### src/rtl/websocket_frame_deframer_top_assert.svh
// assertion macros for the websocket deframer top level
`ifndef WEBSOCKET_FRAME_DEFRAMER_TOP_ASSERT_SVH
`define WEBSOCKET_FRAME_DEFRAMER_TOP_ASSERT_SVH

// same-cycle implication, checked out of reset
`define WSFD_ASSERT_NOW(label, ante, cons, msg) \
  label: assert property (@(posedge clk) disable iff (!rst_n) (ante) |-> (cons)) \
    else $error(msg);

// next-cycle implication, checked out of reset
`define WSFD_ASSERT_NEXT(label, ante, cons, msg) \
  label: assert property (@(posedge clk) disable iff (!rst_n) (ante) |=> (cons)) \
    else $error(msg);

`endif

### src/rtl/wsfd_pkg.sv
`default_nettype none

package wsfd_pkg;

  // parser phases
  typedef enum logic [2:0] {
    PH_HEADER  = 3'd0,
    PH_LEN     = 3'd1,
    PH_EXTLEN  = 3'd2,
    PH_KEY     = 3'd3,
    PH_PAYLOAD = 3'd4
  } phase_t;

  // result kinds
  typedef enum logic [1:0] {
    KIND_DATA  = 2'd0,
    KIND_PING  = 2'd1,
    KIND_CTRL  = 2'd2,
    KIND_CLOSE = 2'd3
  } kind_t;

  localparam logic [6:0] LEN_EXT16 = 7'd126;
  localparam logic [6:0] LEN_EXT64 = 7'd127;
  localparam logic [3:0] OP_PING   = 4'h9;
  localparam logic [3:0] OP_CLOSE  = 4'h8;
  localparam logic [2:0] EXT16_CNT = 3'd1;
  localparam logic [2:0] EXT64_CNT = 3'd7;

  // one result beat
  typedef struct packed {
    logic [7:0] out_byte;
    logic [3:0] frame_opcode;
    logic       fin_bit;
    kind_t      result_kind;
    logic       empty_frame;
    logic       last_of_frame;
  } res_t;

  // result beat leaving the parser
  typedef struct packed {
    logic vld;
    res_t res;
  } res_beat_t;

  // output queue status
  typedef struct packed {
    logic full;
  } fifo_sts_t;

  // kind of a frame from its header byte
  function automatic kind_t frame_kind(input logic [7:0] hdr);
    kind_t k;
    if (!hdr[3]) begin
      k = KIND_DATA;
    end else if (hdr[3:0] == OP_PING) begin
      k = KIND_PING;
    end else if (hdr[3:0] == OP_CLOSE) begin
      k = KIND_CLOSE;
    end else begin
      k = KIND_CTRL;
    end
    return k;
  endfunction

endpackage

`default_nettype wire

### src/rtl/wsfd_parser.sv
`default_nettype none

module wsfd_parser (
  input  wire logic                  clk,
  input  wire logic                  rst_n,
  input  wire logic                  in_valid,
  output logic                       in_stall,
  input  wire logic [7:0]            in_data_byte,
  input  wsfd_pkg::fifo_sts_t        sts,
  output wsfd_pkg::res_beat_t        beat
);
  import wsfd_pkg::*;

  logic [7:0]  byte_r;
  logic        byte_vld_r, byte_vld_nxt;
  phase_t      phase_r, phase_nxt;
  logic [7:0]  hdr_r, hdr_nxt;
  logic        masked_r, masked_nxt;
  logic [2:0]  ext_cnt_r, ext_cnt_nxt;
  logic [63:0] rem_r, rem_nxt;
  logic [31:0] key_r, key_nxt;
  logic [1:0]  kidx_r, kidx_nxt;
  logic        closed_r, closed_nxt;

  logic        consume, go, in_acc;
  logic [6:0]  len7;
  logic        len_is_ext, len_done, hdr_done, masked_now;
  logic [63:0] rem_hd, rem_dec;
  logic        rem_zero, pay_last;
  kind_t       kind;
  logic [7:0]  kb;
  logic        emit_empty, emit_pay;

  // input register handshake
  assign consume  = byte_vld_r && !sts.full;
  assign in_stall = byte_vld_r && sts.full;
  assign in_acc   = in_valid && !in_stall;
  assign go       = consume && !closed_r;

  always_comb begin
    byte_vld_nxt = byte_vld_r;
    if (in_acc) begin
      byte_vld_nxt = 1'b1;
    end else if (consume) begin
      byte_vld_nxt = 1'b0;
    end
  end

  // decode of the byte against the current phase
  assign len7       = byte_r[6:0];
  assign len_is_ext = (len7 == LEN_EXT16) || (len7 == LEN_EXT64);
  assign masked_now = (phase_r == PH_LEN) ? byte_r[7] : masked_r;
  assign kind       = frame_kind(hdr_r);
  assign rem_dec    = rem_r - 64'd1;
  assign pay_last   = (rem_dec == 64'd0);

  always_comb begin
    case (phase_r)
      PH_LEN:    rem_hd = {57'd0, len7};
      PH_EXTLEN: rem_hd = {rem_r[55:0], byte_r};
      default:   rem_hd = rem_r;
    endcase
  end

  assign rem_zero = (rem_hd == 64'd0);
  assign len_done = ((phase_r == PH_LEN) && !len_is_ext) ||
                    ((phase_r == PH_EXTLEN) && (ext_cnt_r == 3'd0));
  assign hdr_done = (len_done && !masked_now) ||
                    ((phase_r == PH_KEY) && (kidx_r == 2'd3));

  // key byte for the payload position, first key byte received first
  always_comb begin
    case (kidx_r)
      2'd0:    kb = key_r[31:24];
      2'd1:    kb = key_r[23:16];
      2'd2:    kb = key_r[15:8];
      default: kb = key_r[7:0];
    endcase
  end

  // next phase
  always_comb begin
    phase_nxt = phase_r;
    if (go) begin
      unique case (phase_r)
        PH_LEN, PH_EXTLEN: begin
          if (len_done) begin
            if (masked_now) begin
              phase_nxt = PH_KEY;
            end else begin
              phase_nxt = rem_zero ? PH_HEADER : PH_PAYLOAD;
            end
          end else begin
            phase_nxt = PH_EXTLEN;
          end
        end
        PH_KEY: begin
          if (hdr_done) begin
            phase_nxt = rem_zero ? PH_HEADER : PH_PAYLOAD;
          end
        end
        PH_PAYLOAD: begin
          if (pay_last) begin
            phase_nxt = PH_HEADER;
          end
        end
        default: begin
          phase_nxt = PH_LEN;
        end
      endcase
    end
  end

  // frame state updates
  always_comb begin
    hdr_nxt     = hdr_r;
    masked_nxt  = masked_r;
    ext_cnt_nxt = ext_cnt_r;
    rem_nxt     = rem_r;
    key_nxt     = key_r;
    kidx_nxt    = kidx_r;
    if (go) begin
      unique case (phase_r)
        PH_LEN: begin
          masked_nxt = byte_r[7];
          if (len_is_ext) begin
            rem_nxt     = 64'd0;
            ext_cnt_nxt = (len7 == LEN_EXT64) ? EXT64_CNT : EXT16_CNT;
          end else begin
            rem_nxt  = rem_hd;
            kidx_nxt = 2'd0;
          end
        end
        PH_EXTLEN: begin
          rem_nxt = rem_hd;
          if (len_done) begin
            kidx_nxt = 2'd0;
          end else begin
            ext_cnt_nxt = ext_cnt_r - 3'd1;
          end
        end
        PH_KEY: begin
          key_nxt  = {key_r[23:0], byte_r};
          kidx_nxt = kidx_r + 2'd1;
        end
        PH_PAYLOAD: begin
          rem_nxt  = rem_dec;
          kidx_nxt = kidx_r + 2'd1;
        end
        default: begin
          hdr_nxt     = byte_r;
          masked_nxt  = 1'b0;
          ext_cnt_nxt = 3'd0;
          rem_nxt     = 64'd0;
          key_nxt     = 32'd0;
          kidx_nxt    = 2'd0;
        end
      endcase
    end
  end

  // result beat
  assign emit_empty = hdr_done && rem_zero;
  assign emit_pay   = (phase_r == PH_PAYLOAD) && ((kind != KIND_CLOSE) || pay_last);

  always_comb begin
    beat.vld               = go && (emit_empty || emit_pay);
    beat.res.frame_opcode  = hdr_r[3:0];
    beat.res.fin_bit       = hdr_r[7];
    beat.res.result_kind   = kind;
    beat.res.empty_frame   = emit_empty;
    beat.res.last_of_frame = emit_empty || pay_last;
    if (emit_empty || (kind == KIND_CLOSE)) begin
      beat.res.out_byte = 8'd0;
    end else begin
      beat.res.out_byte = byte_r ^ kb;
    end
  end

  assign closed_nxt = closed_r || (beat.vld && (kind == KIND_CLOSE));

  // registers
  always_ff @(posedge clk) begin
    if (!rst_n) begin
      byte_vld_r <= 1'b0;
      phase_r    <= PH_HEADER;
      hdr_r      <= 8'd0;
      masked_r   <= 1'b0;
      ext_cnt_r  <= 3'd0;
      rem_r      <= 64'd0;
      key_r      <= 32'd0;
      kidx_r     <= 2'd0;
      closed_r   <= 1'b0;
    end else begin
      byte_vld_r <= byte_vld_nxt;
      phase_r    <= phase_nxt;
      hdr_r      <= hdr_nxt;
      masked_r   <= masked_nxt;
      ext_cnt_r  <= ext_cnt_nxt;
      rem_r      <= rem_nxt;
      key_r      <= key_nxt;
      kidx_r     <= kidx_nxt;
      closed_r   <= closed_nxt;
    end
  end

  // byte holding register
  always_ff @(posedge clk) begin
    if (in_acc) begin
      byte_r <= in_data_byte;
    end
  end

endmodule

`default_nettype wire

### src/rtl/wsfd_out_fifo.sv
`default_nettype none

module wsfd_out_fifo (
  input  wire logic                 clk,
  input  wire logic                 rst_n,
  input  wsfd_pkg::res_beat_t       beat,
  output wsfd_pkg::fifo_sts_t       sts,
  output logic                      out_valid,
  input  wire logic                 out_stall,
  output wsfd_pkg::res_t            head
);
  import wsfd_pkg::*;

  res_t       slot_r [2];
  logic       wr_ptr_r, wr_ptr_nxt;
  logic       rd_ptr_r, rd_ptr_nxt;
  logic [1:0] cnt_r, cnt_nxt;
  logic       push, pop;

  assign push      = beat.vld;
  assign out_valid = (cnt_r != 2'd0);
  assign pop       = out_valid && !out_stall;
  assign head      = slot_r[rd_ptr_r];
  assign sts.full  = (cnt_r == 2'd2);

  // pointer and count update
  always_comb begin
    wr_ptr_nxt = push ? ~wr_ptr_r : wr_ptr_r;
    rd_ptr_nxt = pop ? ~rd_ptr_r : rd_ptr_r;
    cnt_nxt    = cnt_r;
    if (push && !pop) begin
      cnt_nxt = cnt_r + 2'd1;
    end else if (pop && !push) begin
      cnt_nxt = cnt_r - 2'd1;
    end
  end

  always_ff @(posedge clk) begin
    if (!rst_n) begin
      wr_ptr_r <= 1'b0;
      rd_ptr_r <= 1'b0;
      cnt_r    <= 2'd0;
    end else begin
      wr_ptr_r <= wr_ptr_nxt;
      rd_ptr_r <= rd_ptr_nxt;
      cnt_r    <= cnt_nxt;
    end
  end

  // result slots
  always_ff @(posedge clk) begin
    if (push) begin
      slot_r[wr_ptr_r] <= beat.res;
    end
  end

endmodule

`default_nettype wire

### src/rtl/websocket_frame_deframer_top.sv
// websocket frame deframer, one stream byte per beat
// an accepted byte is held in the parser byte register, and its result beat is registered in the result queue
// throughput: one byte per cycle while the result queue is not full, set by the frame parser stage
// a two-entry result queue lets bytes keep flowing while a result waits
// reset: synchronous active-low rst_n returns the parser to header and reopens it
`default_nettype none
`include "websocket_frame_deframer_top_assert.svh"

module websocket_frame_deframer_top (
  input  wire logic        clk,
  input  wire logic        rst_n,
  input  wire logic        in_valid,
  output logic             in_stall,
  input  wire logic [7:0]  in_data_byte,
  output logic             out_valid,
  input  wire logic        out_stall,
  output logic [7:0]       out_out_byte,
  output logic [3:0]       out_frame_opcode,
  output logic             out_fin_bit,
  output logic [1:0]       out_result_kind,
  output logic             out_empty_frame,
  output logic             out_last_of_frame
);
  import wsfd_pkg::*;

  res_beat_t beat;
  fifo_sts_t sts;
  res_t      head;

  // parser stage
  wsfd_parser u_parser (
    .clk          (clk),
    .rst_n        (rst_n),
    .in_valid     (in_valid),
    .in_stall     (in_stall),
    .in_data_byte (in_data_byte),
    .sts          (sts),
    .beat         (beat)
  );

  // result queue
  wsfd_out_fifo u_out_fifo (
    .clk       (clk),
    .rst_n     (rst_n),
    .beat      (beat),
    .sts       (sts),
    .out_valid (out_valid),
    .out_stall (out_stall),
    .head      (head)
  );

  // result fields
  assign out_out_byte      = head.out_byte;
  assign out_frame_opcode  = head.frame_opcode;
  assign out_fin_bit       = head.fin_bit;
  assign out_result_kind   = head.result_kind;
  assign out_empty_frame   = head.empty_frame;
  assign out_last_of_frame = head.last_of_frame;

  // checks
  `WSFD_ASSERT_NEXT(a_close_silences, beat.vld && (beat.res.result_kind == KIND_CLOSE), !beat.vld, "result after close event")
  `WSFD_ASSERT_NOW(a_no_push_full, beat.vld, !sts.full, "result pushed into full queue")
  `WSFD_ASSERT_NOW(a_stall_only_full, in_stall, sts.full, "input stalled with queue room")
  `WSFD_ASSERT_NOW(a_empty_is_last, out_valid && out_empty_frame, out_last_of_frame && (out_out_byte == 8'd0), "empty frame result malformed")

endmodule

`default_nettype wire

### config.mk
export PLATFORM = sky130hd
export DESIGN_NAME = websocket_frame_deframer_top
export DESIGN_NICKNAME = d
export VERILOG_FILES = /design/src/rtl/wsfd_pkg.sv /design/src/rtl/wsfd_parser.sv /design/src/rtl/wsfd_out_fifo.sv /design/src/rtl/websocket_frame_deframer_top.sv
export VERILOG_INCLUDE_DIRS = /design/src /design/src/rtl
export SDC_FILE = /design/constraint.sdc
export NUM_CORES = 1
export LEC_CHECK = 0
export ABC_AREA = 1
export BUFFER_PORTS_ARGS = -buffer_cell sky130_fd_sc_hd__buf_2
export CORE_MARGIN = 2
export CORE_UTILIZATION = 40
export CTS_BUF_LIST = sky130_fd_sc_hd__clkbuf_8
export DETAILED_ROUTE_END_ITERATION = 12
export PLACE_DENSITY = 0.52
export SLEW_MARGIN = 25
export SYNTH_ARGS = -nofsm -noshare
export SYNTH_HDL_FRONTEND = slang
export SYNTH_HIERARCHICAL = 1
export SYNTH_SLANG_ARGS = --single-unit
### constraint.sdc
create_clock -name clk -period 9.4 [get_ports clk]
set_input_delay 0.94 -clock clk [delete_from_list [all_inputs] [get_ports clk]]
set_output_delay 0.94 -clock clk [all_outputs]
set_load 0.03 [all_outputs]
---- After elaboration in Yosys (flattened, before gate mapping) ----
Memory sizes are Yosys's and may differ from the RTL's. A register that Yosys moved wholly into a read port is not among the register bits.
Cells that the tools add are included.
W data, S select, Z words.
storage, ports and cells
  register bits after elaboration ......... 127
  RAM bits ................................ 34
  memories ................................ 1
memory list
  memory             depth  bits a word  rd ports  clocked after Yosys merged registers in  wr ports  RTL line             source
  u_out_fifo.slot_r  2      17           1         1                                        1         wsfd_out_fifo.sv:14  res_t slot_r [2];
operators by class
  add/subtract/negate cells ............... 5
  eq/ne operators ......................... 20
  multiplexer cells ....................... 32
  bitwise logic cells ..................... 8
  reduce and logical (&&, ||, !) cells .... 50
operator list
  operator                 number
  $pmux W64 S4             1
  $logic_not A64 Y1        2
  $pmux W64 S2             1
  $mux W64                 1
  $pmux W32 S2             1
  $sub A64 B1 Y64 const B  1
  $mux W3                  8
  $pmux W8 S3              1
  $pmux W3 S3              2
  $logic_and A1 B1 Y1      15
  $eq A7 B7 Y1 const B     2
  $mux W2                  6
  $eq A2 B2 Y1 const B     4
  $eq A4 B4 Y1 const B     2
  $logic_not A1 Y1         8
  $logic_or A1 B1 Y1       8
  $mux W1                  8
  $mux W8                  1
  $ne A2 B1 Y1 const B     4
  $reduce_and A2 Y1        4
  $xor A8 B8 Y8            1
  $not A1 Y1               7
  $eq A3 B2 Y1 const B     2
  $ne A2 B2 Y1 const B     3
  16 further kinds         22

---- Depth between registers and ports, before layout ----
  depth after elaboration ................. 14
  mapped depth ............................ 25

---- Modules after synthesis ----
The synthesis kept the hierarchy.
by module, submodules not included
  module         instances  cells an instance  area each (um2)  seq. area each (um2)
  wsfd_parser    1          1479               8650.8           2482.4
  wsfd_out_fifo  1          89                 1514.0           1121.1

---- Worst setup path after synthesis ----
Ideal clock, no wire load.
  path type ............................... register -> register
  start ................................... reg u_parser.rem_r[0]
  end ..................................... mem u_out_fifo/slot_r[0][0] (netlist name), enable pin
  setup time .............................. 391 ps
  arrival time ............................ 2819 ps
  data required time ...................... 9009 ps
  path slack .............................. 6190 ps
  stages on the path, launching flop included .. 19
  buffers on the path ..................... 0
  period minus slack after synthesis ...... 3210 ps
  cell sequence ........................... dfxtp_1 > inv_1 > ha_1 > nand2_2 > nor2_8 > nand2_4 > o21ai_0 > nand2_1 > nor2_1 > nand2_1 > nor2_1 > nand2_1 > nor2_1 > nand3_1 > nand3_1 > nand2_1 > inv_1 > inv_1 > nor2_1
RTL lines
  element                 RTL line             source
  from (decl)             wsfd_parser.sv:20    logic [63:0] rem_r, rem_nxt;
  from (signal assigned)  wsfd_parser.sv:200   rem_r <= rem_nxt;
  to (decl)               wsfd_out_fifo.sv:14

==> results.ini <==
[die]
io_pins=31
die_w_um=163.4
start_util=0.4060
row_count=58
die_area_mm2=0.02670
fp.dieH_um=163.4
core-area_mm2=0.02504

[yosys]
synth_cells=1568
synthArstFlopShare=0
synth_fp_nets=1590
syn_area_per_cell_um2=6.483
synth-seq-cells=159
ys_types=45
synth-main-ff-cell=dfxtp_1
ys_seq_area_frac=0.3545
synth_warnings=6
synth_area_mm2=0.01016
synth_enable_flop_cells=42

[placement]
globalplace.congestion=1.017
io_buffers=30
dp_hpwl_um=26430
place_inst=1881

[global_route]
antenna_found_initial=0
grt_pass1_wl_um=54540
grt_pass1_vias=9476
grt_use_met1=0.3880
use_met3=0.04749
use_met2=0.3993
grt_remaining_overflow=0
grt_usage=0.2668
grt-busiest-layer=met2
grt_start_max_net_pins=67

[timing]
max_slew_margin=0.3612
rsz0062_at_grt=false
fmax_ghz=0.2499
final.setup_skew_ns=0.02072
period_needed_ns=4.002
worst_pin_slew_ns=0.9568
finalSetupViolCount=0
slew_viol_final=0
finalCritPeriodShare=0.4257
hold_viol=0
tns_ns=0

[critical_path]
path_cells=inv_1 > nand2_2 > buf_4 > inv_1 > o21ai_0 > o21ai_0 > nor2_1 > nand2_1 > nor2_1 > nand3b_1 > a21oi_1 > nand2_1 > inv_1 > inv_1 > nor2_1 > buf_4
worstSetupEndpointType=flop
arrival_ns=4.18
start_kind=flop
path_delay_family=buffers and inverters
crit_top_cell=inv_1
worstPathMaxFanout=61
critPathKind=flop to flop
cp_slowest_cell=buf_4
max_stage_delay_ns=0.58
cp.required_ns=9.58
worst-path-buf-inv=6

[layout]
layout.nets=1592
drive_gt1_frac=0.08591
antennaDiodeCount=0
multi_input_comb_area_mm2=0.005723
regArea_mm2=0.003603
fillers=2722
utilization=0.4383
syn_to_final_growth_pct=7.952
final_cells=1913

[clocking]
clk_pin_slew_ns=0.10
cts_buffer_depth=2
cts_tree=built
hold_buffers=0
htree_levels=4
cts_sinks=159
cts_made_buffers=17
cts_root_buffer=clkbuf_8
clock_latency_ns=0.48
cts_resized=0
cts_setup_buffers=0

[drt]
vias=10320
ant_nets=0
drc_errors=0
wirelength_um=35050
drt_iter0_markers=1037
viasPerCell=5.394
firstDrtPassIters=6
avgRoutedWirePerCell_um=18.32

[outcome]
status=completed

[power_and_ir_drop]
peakVddDrop_v=0.0001268
p_per_area_mw_per_mm2=372.9
p_leak_nw=4.772

[hold_path]
holdCritPathClass=flop to flop

[job]
cap_violations=0

registers in the layout (all words and copies together), names as in the netlist, 2 cells and up, named ones only:
name and flops:
u_out_fifo/slot_r 34, u_parser/rem_r 64, u_parser/ext_cnt_r 3, u_out_fifo/cnt_r 2, u_parser/hdr_r 5, u_parser/byte_r 8
u_parser/phase_r 3, u_parser/kidx_r 2, u_parser/key_r 32
routing by layer:
metal,up-vias,wire length (um)
li1,5101,-
met1,4826,16820
met5,-,0
met2,328,15180
met3,63,2083
met4,0,962
cell usage after synthesis (12+ instances only):
master | number | area, um2
a21oi_1 | 128 | 640.6
nor3_1 | 21 | 105.1
o21ai_0 | 63 | 315.3
nor2_1 | 217 | 814.5
xor2_1 | 19 | 166.4
nor2_4 | 12 | 135.1
inv_1 | 161 | 604.3
o22ai_1 | 47 | 294.0
clkbuf_1 | 42 | 157.7
nand2_1 | 491 | 1843
nand4_1 | 12 | 75.07
edfxtp_1 | 42 | 1261
dfxtp_1 | 117 | 2342
nand3_1 | 84 | 420.4
path summary, 6_finish.rpt:
check	slack (ns)	cells past startpoint	to	startpoint
hold / removal	0.47	2	u_parser/key_r[26]	u_parser/key_r[26]
setup reg to reg	5.40	16	u_out_fifo/slot_r[0][16]	u_parser/phase_r[0]
setup / recovery	5.40	16	u_out_fifo/slot_r[0][16]	u_parser/phase_r[0]
hold reg to reg	0.47	2	u_parser/key_r[26]	u_parser/key_r[26]
report_power, final:
part	leakage [nW]	switching [mW]	internal, mW
sequential	1.34	0.0706	0.771
combinational	3.24	1.97	0.752
clock	0.198	0.323	0.202
total	4.77	2.37	1.73
worst register-to-register path: cells and delay by family (launching register included):
family	cells	cell delay, ns
AOI/OAI and AO/OA	3	0.51
buffers and inverters	6	1.59
DFF	1	0.37
and+or+nand+nor	7	1.24
per-stage QoR:
step / instance area, um2 / hold WS [ns] / power [mW] / setup slack, ns
2_1_floorplan: 10160 / 0.4203 / 2.734 / 6.190
3_3_place_gp: 10570 / 0.4529 / 3.507 / 5.614
3_5_place_dp: 10570 / 0.4556 / 3.502 / 5.457
4_1_cts: 10970 / 0.4718 / 4.040 / 5.431
5_1_grt: 10970 / 0.4889 / 4.427 / 4.818
6_report: 10970 / 0.4690 / 4.092 / 5.398
placed cells by master, fill, tap and decap left out, types with 2 or more instances in the layout:
master,synthesis,final
a211oi_1,7,7
a21oi_1,128,128
a41oi_1,2,2
and2_1,2,2
buf_2,1,30
buf_4,2,8
clkbuf_8,0,17
clkinv_2,0,2
clkinv_4,0,2
clkinv_8,0,4
clkinvlp_4,0,2
dfxtp_1,117,117
edfxtp_1,42,42
ha_1,10,10
inv_1,161,159
inv_2,3,3
inv_6,0,2
inv_8,0,5
mux2_2,7,7
mux2_4,10,10
nand2_1,491,491
nand2_2,10,10
nand2_4,4,4
nand3_1,84,84
nand3b_1,10,10
nand4_1,12,12
nor2_1,217,214
nor2_2,9,11
nor2_4,12,13
nor2_8,3,3
nor3_1,21,20
nor4_1,5,5
o211ai_1,6,6
o21ai_0,63,63
o22ai_1,47,47
xor2_1,19,19
area by class of cell:
type / instances / share of cell area
Tap cell: 330 / 0.03763
Clock buffer: 17 / 0.02132
Sequential cell: 159 / 0.3284
Inverter: 164 / 0.05633
Multi-Input combinational cell: 1190 / 0.5216
Timing Repair Buffer: 38 / 0.01916
Clock inverter: 15 / 0.01562
cells by family after synthesis:
kind of cell | share of synthesized area
AO/OA/AOI/OAI | 0.1379
XOR/XNOR | 0.01723
adder cells (fa/ha/maj) | 0.01231
buffers and inverters | 0.08419
flip-flops | 0.3545
multiplexers | 0.02253
AND/OR/NAND/NOR | 0.3714
Note: power is estimated with default switching activity, not from simulation.
